## src/rtl/websocket_frame_deframer_defines.svh

```systemverilog
// assertion macros shared by the frame deframer modules
// no dependencies; included by every module that carries checks
`ifndef WEBSOCKET_FRAME_DEFRAMER_DEFINES_SVH
`define WEBSOCKET_FRAME_DEFRAMER_DEFINES_SVH

`ifndef NO_ASSERTIONS

// check that is disabled while reset is high
`define WSFD_CHECK(lbl, prop, msg) \
  lbl: assert property (@(posedge clk) disable iff (rst) prop) else $error(msg);

// check that also holds during reset
`define WSFD_CHECK_ALWAYS(lbl, prop, msg) \
  lbl: assert property (@(posedge clk) prop) else $error(msg);

`else

`define WSFD_CHECK(lbl, prop, msg)
`define WSFD_CHECK_ALWAYS(lbl, prop, msg)

`endif

`endif

```

## src/rtl/wsfd_pkg.sv

```systemverilog
// types and constants of the frame deframer
// no dependencies; imported by every module of the block
`timescale 1ns / 1ps

package wsfd_pkg;

  // default width of the payload length counter
  localparam int LENGTH_WIDTH_DEF = 64;

  // opcodes and length codes
  localparam logic [3:0] OP_TEXT     = 4'h1;
  localparam logic [3:0] OP_CLOSE    = 4'h8;
  localparam logic [6:0] LEN_CODE_16 = 7'd126;
  localparam logic [6:0] LEN_CODE_64 = 7'd127;

  // extended length byte counts, minus one
  localparam logic [2:0] EXT_BYTES_16 = 3'd1;
  localparam logic [2:0] EXT_BYTES_64 = 3'd7;

  // last index of the 4-byte mask key
  localparam logic [1:0] KEY_LAST = 2'd3;

  typedef enum logic [2:0] {
    PH_HDR  = 3'd0,
    PH_LEN  = 3'd1,
    PH_EXT  = 3'd2,
    PH_KEY  = 3'd3,
    PH_DATA = 3'd4,
    PH_STOP = 3'd5
  } phase_t;

  typedef enum logic [1:0] {
    KIND_PAYLOAD     = 2'd0,
    KIND_EMPTY       = 2'd1,
    KIND_CLOSE       = 2'd2,
    KIND_UNSUPPORTED = 2'd3
  } kind_t;

  // one result item, handed from the parser to the output stage
  typedef struct packed {
    logic [7:0] data;
    kind_t      kind;
    logic       last;
  } result_t;

endpackage

```

## src/rtl/wsfd_parser.sv

```systemverilog
// input register and frame parse state of the deframer
// depends on wsfd_pkg and websocket_frame_deframer_defines.svh
`timescale 1ns / 1ps
`include "websocket_frame_deframer_defines.svh"

module wsfd_parser
  import wsfd_pkg::*;
#(
  parameter int LENGTH_WIDTH = LENGTH_WIDTH_DEF
) (
  input  logic       clk,
  input  logic       rst,
  input  logic       s_axis_tvalid,
  output logic       s_axis_tready,
  input  logic [7:0] s_axis_tdata,   // in_byte
  input  logic       out_ready,
  output logic       res_load,
  output result_t    res
);

  localparam int LW = LENGTH_WIDTH;

  // input register
  logic       in_valid;
  logic [7:0] in_byte;

  // parse state
  phase_t          phase, phase_next;
  logic [2:0]      ext_count, ext_count_next;
  logic            masked, masked_next;
  logic [7:0]      key_bytes [4];
  logic [LW-1:0]   remaining, remaining_next;
  logic            ovf, ovf_next;
  logic [1:0]      key_index, key_index_next;

  // helpers
  logic            advance;
  logic [6:0]      code;
  logic [LW-1:0]   shifted;
  logic            shift_ovf;
  logic            len_done;
  logic            masked_eff;
  logic [LW-1:0]   len_val;
  logic            key_done;

  assign advance       = in_valid && out_ready;
  assign s_axis_tready = !in_valid || out_ready;

  // input register
  always_ff @(posedge clk) begin
    if (rst) begin
      in_valid <= 1'b0;
    end else if (s_axis_tready) begin
      in_valid <= s_axis_tvalid;
    end
    if (s_axis_tready && s_axis_tvalid) begin
      in_byte <= s_axis_tdata;
    end
  end

  // length decode shared by both state blocks
  assign code      = in_byte[6:0];
  assign shifted   = {remaining[LW-9:0], in_byte};
  assign shift_ovf = ovf || (remaining[LW-1:LW-8] != 8'd0);
  assign key_done  = (phase == PH_KEY) && (key_index == KEY_LAST);

  always_comb begin
    len_done   = 1'b0;
    masked_eff = masked;
    len_val    = shifted;
    if (phase == PH_LEN) begin
      masked_eff = in_byte[7];
      len_val    = {{(LW-7){1'b0}}, code};
      len_done   = (code != LEN_CODE_16) && (code != LEN_CODE_64);
    end else if (phase == PH_EXT) begin
      len_val  = shift_ovf ? {LW{1'b1}} : shifted;
      len_done = (ext_count == 3'd0);
    end
  end

  // next state
  always_comb begin
    phase_next     = phase;
    ext_count_next = ext_count;
    masked_next    = masked;
    remaining_next = remaining;
    ovf_next       = ovf;
    key_index_next = key_index;
    if (advance) begin
      unique case (phase)
        PH_HDR: begin
          if (!in_byte[7] || in_byte[3:0] != OP_TEXT) begin
            phase_next = PH_STOP;
          end else begin
            phase_next = PH_LEN;
          end
        end
        PH_LEN, PH_EXT: begin
          masked_next = masked_eff;
          if (phase == PH_LEN) begin
            ovf_next       = 1'b0;
            remaining_next = '0;
            ext_count_next = (code == LEN_CODE_64) ? EXT_BYTES_64 : EXT_BYTES_16;
          end else begin
            ovf_next       = shift_ovf;
            remaining_next = shifted;
            ext_count_next = ext_count - 3'd1;
          end
          if (!len_done) begin
            phase_next = PH_EXT;
          end else begin
            remaining_next = len_val;
            key_index_next = 2'd0;
            if (masked_eff) begin
              phase_next = PH_KEY;
            end else if (len_val == '0) begin
              phase_next = PH_HDR;
            end else begin
              phase_next = PH_DATA;
            end
          end
        end
        PH_KEY: begin
          key_index_next = key_index + 2'd1;
          if (key_done) begin
            phase_next = (remaining == '0) ? PH_HDR : PH_DATA;
          end
        end
        PH_DATA: begin
          key_index_next = key_index + 2'd1;
          remaining_next = remaining - {{(LW-1){1'b0}}, 1'b1};
          if (remaining == {{(LW-1){1'b0}}, 1'b1}) begin
            phase_next = PH_HDR;
          end
        end
        default: begin
          phase_next = phase;
        end
      endcase
    end
  end

  // result of the byte being parsed
  always_comb begin
    res_load  = 1'b0;
    res.data  = 8'd0;
    res.kind  = KIND_PAYLOAD;
    res.last  = 1'b1;
    unique case (phase)
      PH_HDR: begin
        res_load = 1'b1;
        if (!in_byte[7]) begin
          res.kind = KIND_UNSUPPORTED;
        end else if (in_byte[3:0] == OP_CLOSE) begin
          res.kind = KIND_CLOSE;
        end else if (in_byte[3:0] != OP_TEXT) begin
          res.kind = KIND_UNSUPPORTED;
        end else begin
          res_load = 1'b0;
        end
      end
      PH_LEN, PH_EXT: begin
        res_load = len_done && !masked_eff && (len_val == '0);
        res.kind = KIND_EMPTY;
      end
      PH_KEY: begin
        res_load = key_done && (remaining == '0);
        res.kind = KIND_EMPTY;
      end
      PH_DATA: begin
        res_load = 1'b1;
        res.data = masked ? (in_byte ^ key_bytes[key_index]) : in_byte;
        res.last = (remaining == {{(LW-1){1'b0}}, 1'b1});
      end
      default: begin
        res_load = 1'b0;
      end
    endcase
    res_load = res_load && advance;
  end

  // state registers
  always_ff @(posedge clk) begin
    if (rst) begin
      phase     <= PH_HDR;
      ext_count <= 3'd0;
      masked    <= 1'b0;
      remaining <= '0;
      ovf       <= 1'b0;
      key_index <= 2'd0;
    end else begin
      phase     <= phase_next;
      ext_count <= ext_count_next;
      masked    <= masked_next;
      remaining <= remaining_next;
      ovf       <= ovf_next;
      key_index <= key_index_next;
    end
  end

  // mask key capture
  always_ff @(posedge clk) begin
    if (advance && phase == PH_KEY) begin
      key_bytes[key_index] <= in_byte;
    end
  end

  // checks
  `WSFD_CHECK(a_stop_sticks, phase == PH_STOP |=> phase == PH_STOP, "stopped parser resumed")
  `WSFD_CHECK(a_stop_silent, phase == PH_STOP |-> !res_load, "result after stop")
  `WSFD_CHECK(a_data_nonzero, phase == PH_DATA |-> remaining != '0, "payload phase with no bytes left")
  `WSFD_CHECK(a_data_entry, (phase != PH_DATA && phase_next == PH_DATA) |-> key_index_next == 2'd0, "payload starts off key index zero")

endmodule

```

## src/rtl/wsfd_out_stage.sv

```systemverilog
// result register driving the master stream side
// depends on wsfd_pkg and websocket_frame_deframer_defines.svh
`timescale 1ns / 1ps
`include "websocket_frame_deframer_defines.svh"

module wsfd_out_stage
  import wsfd_pkg::*;
(
  input  logic       clk,
  input  logic       rst,
  input  logic       res_load,
  input  result_t    res,
  output logic       out_ready,
  output logic       m_axis_tvalid,
  input  logic       m_axis_tready,
  output logic [7:0] m_axis_tdata,   // out_byte
  output logic [1:0] m_axis_tuser,   // kind
  output logic       m_axis_tlast
);

  result_t held;

  assign out_ready = !m_axis_tvalid || m_axis_tready;

  // result register
  always_ff @(posedge clk) begin
    if (rst) begin
      m_axis_tvalid <= 1'b0;
    end else if (res_load) begin
      m_axis_tvalid <= 1'b1;
    end else if (m_axis_tready) begin
      m_axis_tvalid <= 1'b0;
    end
    if (res_load) begin
      held <= res;
    end
  end

  assign m_axis_tdata = held.data;
  assign m_axis_tuser = held.kind;
  assign m_axis_tlast = held.last;

  // checks
  `WSFD_CHECK(a_status_last, (m_axis_tvalid && held.kind != KIND_PAYLOAD) |-> (held.last && held.data == 8'd0), "status result not marked last")
  `WSFD_CHECK_ALWAYS(a_load_room, res_load |-> out_ready, "result loaded over a waiting transfer")

endmodule

```

## src/rtl/websocket_frame_deframer.sv

```systemverilog
// WebSocket receive-side frame deframer, top level
// depends on wsfd_pkg, wsfd_parser and wsfd_out_stage
//
// Usage:
//   s_axis carries the received frame stream, one byte per transfer in tdata.
//   m_axis carries results: tdata is the unmasked payload byte (zero for
//   status results), tuser the kind (payload, empty text message, close,
//   unsupported) and tlast marks the final payload byte or a status result.
//   Each input byte is taken into an input register and parsed there against
//   the frame state; its result, if any, is loaded into the output register
//   once that register has room, and m_axis_tvalid rises with it.
//   One byte per cycle is sustained while m_axis_tready stays high; the parse
//   state update is the only path between the two registers.
//   Reset returns the parser to waiting for a header byte and empties both
//   registers. After a close or unsupported frame every further byte is
//   taken and dropped until reset.
//   When m_axis_tready is low with a result waiting, the parser holds its
//   byte and s_axis_tready falls once the input register is occupied.
`timescale 1ns / 1ps

module websocket_frame_deframer
  import wsfd_pkg::*;
#(
  parameter int LENGTH_WIDTH = LENGTH_WIDTH_DEF
) (
  input  logic       clk,
  input  logic       rst,
  input  logic       s_axis_tvalid,
  output logic       s_axis_tready,
  input  logic [7:0] s_axis_tdata,   // in_byte
  output logic       m_axis_tvalid,
  input  logic       m_axis_tready,
  output logic [7:0] m_axis_tdata,   // out_byte
  output logic [1:0] m_axis_tuser,   // kind
  output logic       m_axis_tlast
);

  logic    out_ready;
  logic    res_load;
  result_t res;

  // header, length, key and payload parsing
  wsfd_parser #(
    .LENGTH_WIDTH(LENGTH_WIDTH)
  ) u_parser (
    .clk          (clk),
    .rst          (rst),
    .s_axis_tvalid(s_axis_tvalid),
    .s_axis_tready(s_axis_tready),
    .s_axis_tdata (s_axis_tdata),
    .out_ready    (out_ready),
    .res_load     (res_load),
    .res          (res)
  );

  // result register
  wsfd_out_stage u_out (
    .clk          (clk),
    .rst          (rst),
    .res_load     (res_load),
    .res          (res),
    .out_ready    (out_ready),
    .m_axis_tvalid(m_axis_tvalid),
    .m_axis_tready(m_axis_tready),
    .m_axis_tdata (m_axis_tdata),
    .m_axis_tuser (m_axis_tuser),
    .m_axis_tlast (m_axis_tlast)
  );

endmodule

```

## config.mk

```make
export PLATFORM = sky130hd
export DESIGN_NAME = websocket_frame_deframer
export DESIGN_NICKNAME = d
export VERILOG_FILES = /design/src/rtl/wsfd_pkg.sv /design/src/rtl/wsfd_parser.sv /design/src/rtl/wsfd_out_stage.sv /design/src/rtl/websocket_frame_deframer.sv
export VERILOG_INCLUDE_DIRS = /design/src /design/src/rtl
export SDC_FILE = /design/constraint.sdc
export NUM_CORES = 1
export LEC_CHECK = 0
export BUFFER_PORTS_ARGS = -buffer_cell sky130_fd_sc_hd__clkbuf_2
export CAP_MARGIN = 20
export CORE_MARGIN = 3
export CORE_UTILIZATION = 45
export CTS_CLUSTER_SIZE = 20
export DETAILED_ROUTE_END_ITERATION = 8
export GPL_TIMING_DRIVEN = 0
export PLACE_DENSITY = 0.69
export SLEW_MARGIN = 20
export SYNTH_ARGS = -nofsm -noshare
export SYNTH_HDL_FRONTEND = slang
export SYNTH_SLANG_ARGS = --single-unit
```

## constraint.sdc

```tcl
create_clock -name clk -period 6.37 [get_ports clk]
set_clock_uncertainty 0.1 [all_clocks]
set_input_delay 1.274 -clock clk [delete_from_list [all_inputs] [get_ports clk]]
set_output_delay 1.274 -clock clk [all_outputs]
set_load 0.1 [all_outputs]
```

==> results_dict.tcl <==
set metrics [dict create \
    die_height_microns 134 \
    slew_viol_final 0 \
    synth_ff_type "dfxtp_1" \
    wire_per_inst_microns 22.6 \
    antenna_found_initial 0 \
    die_w_microns 134 \
    die-area_sq_um 18000 \
    synth.distinct_cells 77 \
    hold_viol 0 \
    ir_drop_mv 0.206 \
    synth_edf_count 51 \
    instances_no_fill 1138 \
    final_cell_mix "100 x a21oi_1, 87 x nand2_1, 78 x dfxtp_1" \
    cts_buffer_depth 2 \
    start_util_pct 46.2 \
    htreeDepth 4 \
    grt_pass1_vias 7160 \
    track_usage_pct 28.7 \
    worstPathArrival_ns 3.92 \
    grt_max_degree 17 \
    antenna_cells 0 \
    drive_above_1_share_pct 10.7 \
    fin_ws_ns 2.43 \
    hp-class "flop to flop" \
    rsz0062_at_grt "false" \
    outcome "finished, final reports clean" \
    cts_setup_buffers 0 \
    max_freq_mhz 254 \
    worst_pin_slew_ns 1.11 \
    first_iter_violations 1134 \
    final_common_cell "a21oi_1" \
    nets 929 \
    syn_to_final_growth_pct 13.4 \
    port_buffers 23 \
    cts_buffers 17 \
    synth-simple-area-share_pct 23.7 \
    worstPathRequired_ns 6.35 \
    final-setup-viol-count 0 \
    dr.pass1.iters 6 \
    clock_latency_ns 0.45 \
    synth_top_family_by_area "compound AO/OA/AOI/OAI gates" \
    critPathLaunchType "flop" \
    crit_fanout 11 \
    synthCells 866 \
    gp_congestion 0.950 \
    min_period_ns 3.94 \
    yosysWarnings 0 \
    power.density_nw_per_um2 310 \
    numPlacedInstances 1106 \
    rows 46 \
    synthAdderAreaFrac_pct 1.35 \
    root_buffer "clkbuf_16" \
    routed_wl_mm 25.7 \
    holdBufCountCts 0 \
    ant_nets 0 \
    synth_compound_area_share_pct 24.2 \
    grt_overflow 0 \
    synth.net_count 886 \
    ys_async_sr_fraction_pct 0 \
    io_pins 25 \
    ys_seq_area_share_pct 41.8 \
    preCtsSetupSlack_ns 2.13 \
    hpwl_mm 17.3 \
    ys_ff_latch 129 \
    setup.worst_path.end_class "flop" \
    via_count 7635 \
    slew_headroom_pct 25.2 \
    synth_area_leaders "dfxtp_1 21%, edfxtp_1 21%, a21oi_1 6.8%, nand2_1 4.4%, o21ai_0 4.0%" \
    grt_pass1_wl_mm 40.2 \
    setup_tns_ns 0 \
    cts_tree "done" \
    syn_area_sq_um 7390 \
    clk_pin_slew_ns 0.07 \
    cts.sinks 129 \
    avgSynthCellArea_sq_um 8.54 \
    power_w 0.00260 \
    yosys.area_share.xor_xnor_pct 1.30 \
    core_area_sq_um 16000 \
    yosysTopAreaCell "dfxtp_1" \
    synth_top_area_share_pct 21.1 \
    remaining_drc_errors 0 \
    synth.area.mux_share_pct 3.27 \
    leakage_nw 2.85 \
    drv_cap 0 \
    fin_crit_sh_pct 61.9 \
    path_class "flop to flop" \
    cts-resized-gates 0 \
    drt-vias-per-instance 6.71 \
]
==> cells by family after synthesis <==
family                   after synthesis
AND/OR/NAND/NOR                      341
AO/OA/AOI/OAI                        279
flip-flops                           129
buffers and inverters                 84
multiplexers                          14
XOR/XNOR                              11
adder cells (fa/ha/maj)                8
==> per-stage QoR <==
stage	hold WS, ns	instance area, sq um	util [%]
after floorplan	0.349	7390	-
after global placement	0.369	7780	48.6
after detailed placement	0.373	7800	48.7
after CTS	0.382	8380	52.4
after global routing	0.407	8390	52.4
final	0.378	8390	52.4
==> worst max-delay path: stages, from the launching register on <==
cell and delay, ns:
dfxtp_1 0.36, or4_1 0.65, or4b_1 0.55, clkbuf_1 0.27, or3_1 0.49, or4_1 0.60, a21oi_2 0.56
==> state kept, by name (all words and copies together), names as in the netlist, named ones only <==
signal and cells:
u_out.m_axis_tlast 1, u_out.m_axis_tuser 2, u_parser.ext_count 3, u_parser.phase 3, u_parser.ovf 1, u_parser.key_index 2
u_parser.in_byte 8, u_parser.in_valid 1, u_parser.masked 1, u_parser.remaining 64, u_out.m_axis_tdata 8, u_out.m_axis_tvalid 1
u_parser.key_bytes 32
==> final timing paths <==
| kind | start | end | slack, ns | depth (start not counted) |
|---|---|---|---|---|
| max | u_parser.remaining[43] | u_out.m_axis_tdata[1] | 2.43 | 6 |
| min | u_parser.remaining[1] | u_parser.remaining[1] | 0.38 | 2 |
| max reg2reg | u_parser.remaining[43] | u_out.m_axis_tdata[1] | 2.43 | 6 |
| min reg2reg | u_parser.remaining[1] | u_parser.remaining[1] | 0.38 | 2 |
==> power by group <==
group          switching [W]  internal, W
Clock               0.000441     0.000557
Sequential         0.0000446     0.000891
Combinational       0.000466     0.000198
==> layer usage <==
| layer | wire, microns | global-route usage, % | vias up |
|---|---|---|---|
| met1 | 10200 | 38.5 | 3560 |
| met4 | 1220 | 13.5 | 0 |
| li1 | - | - | 3382 |
| met2 | 10900 | 43.0 | 581 |
| met5 | 0 | 0 | - |
| met3 | 3330 | 8.10 | 112 |
==> area by class of cell <==
type	count	area, sq um
fill	1549	7610
multi-input combinational	653	3990
sequential	129	3090
clock buffer	17	425
tap	216	270
buffer	66	256
clock inverter	15	161
timing repair buffer	24	120
inverter	18	67.6
==> Yosys cell counts, types with 16 or more instances <==
master    instances
edfxtp_1         51
a31oi_1          16
dfxtp_1          78
clkbuf_1         57
nor3_1           33
inv_1            18
or3_1            16
a21oi_1         101
nand2_1          87
o21ai_0          59
nand3_1          21
nor2_1           75
nor4_1           21
(Power assumes the default switching activity.)
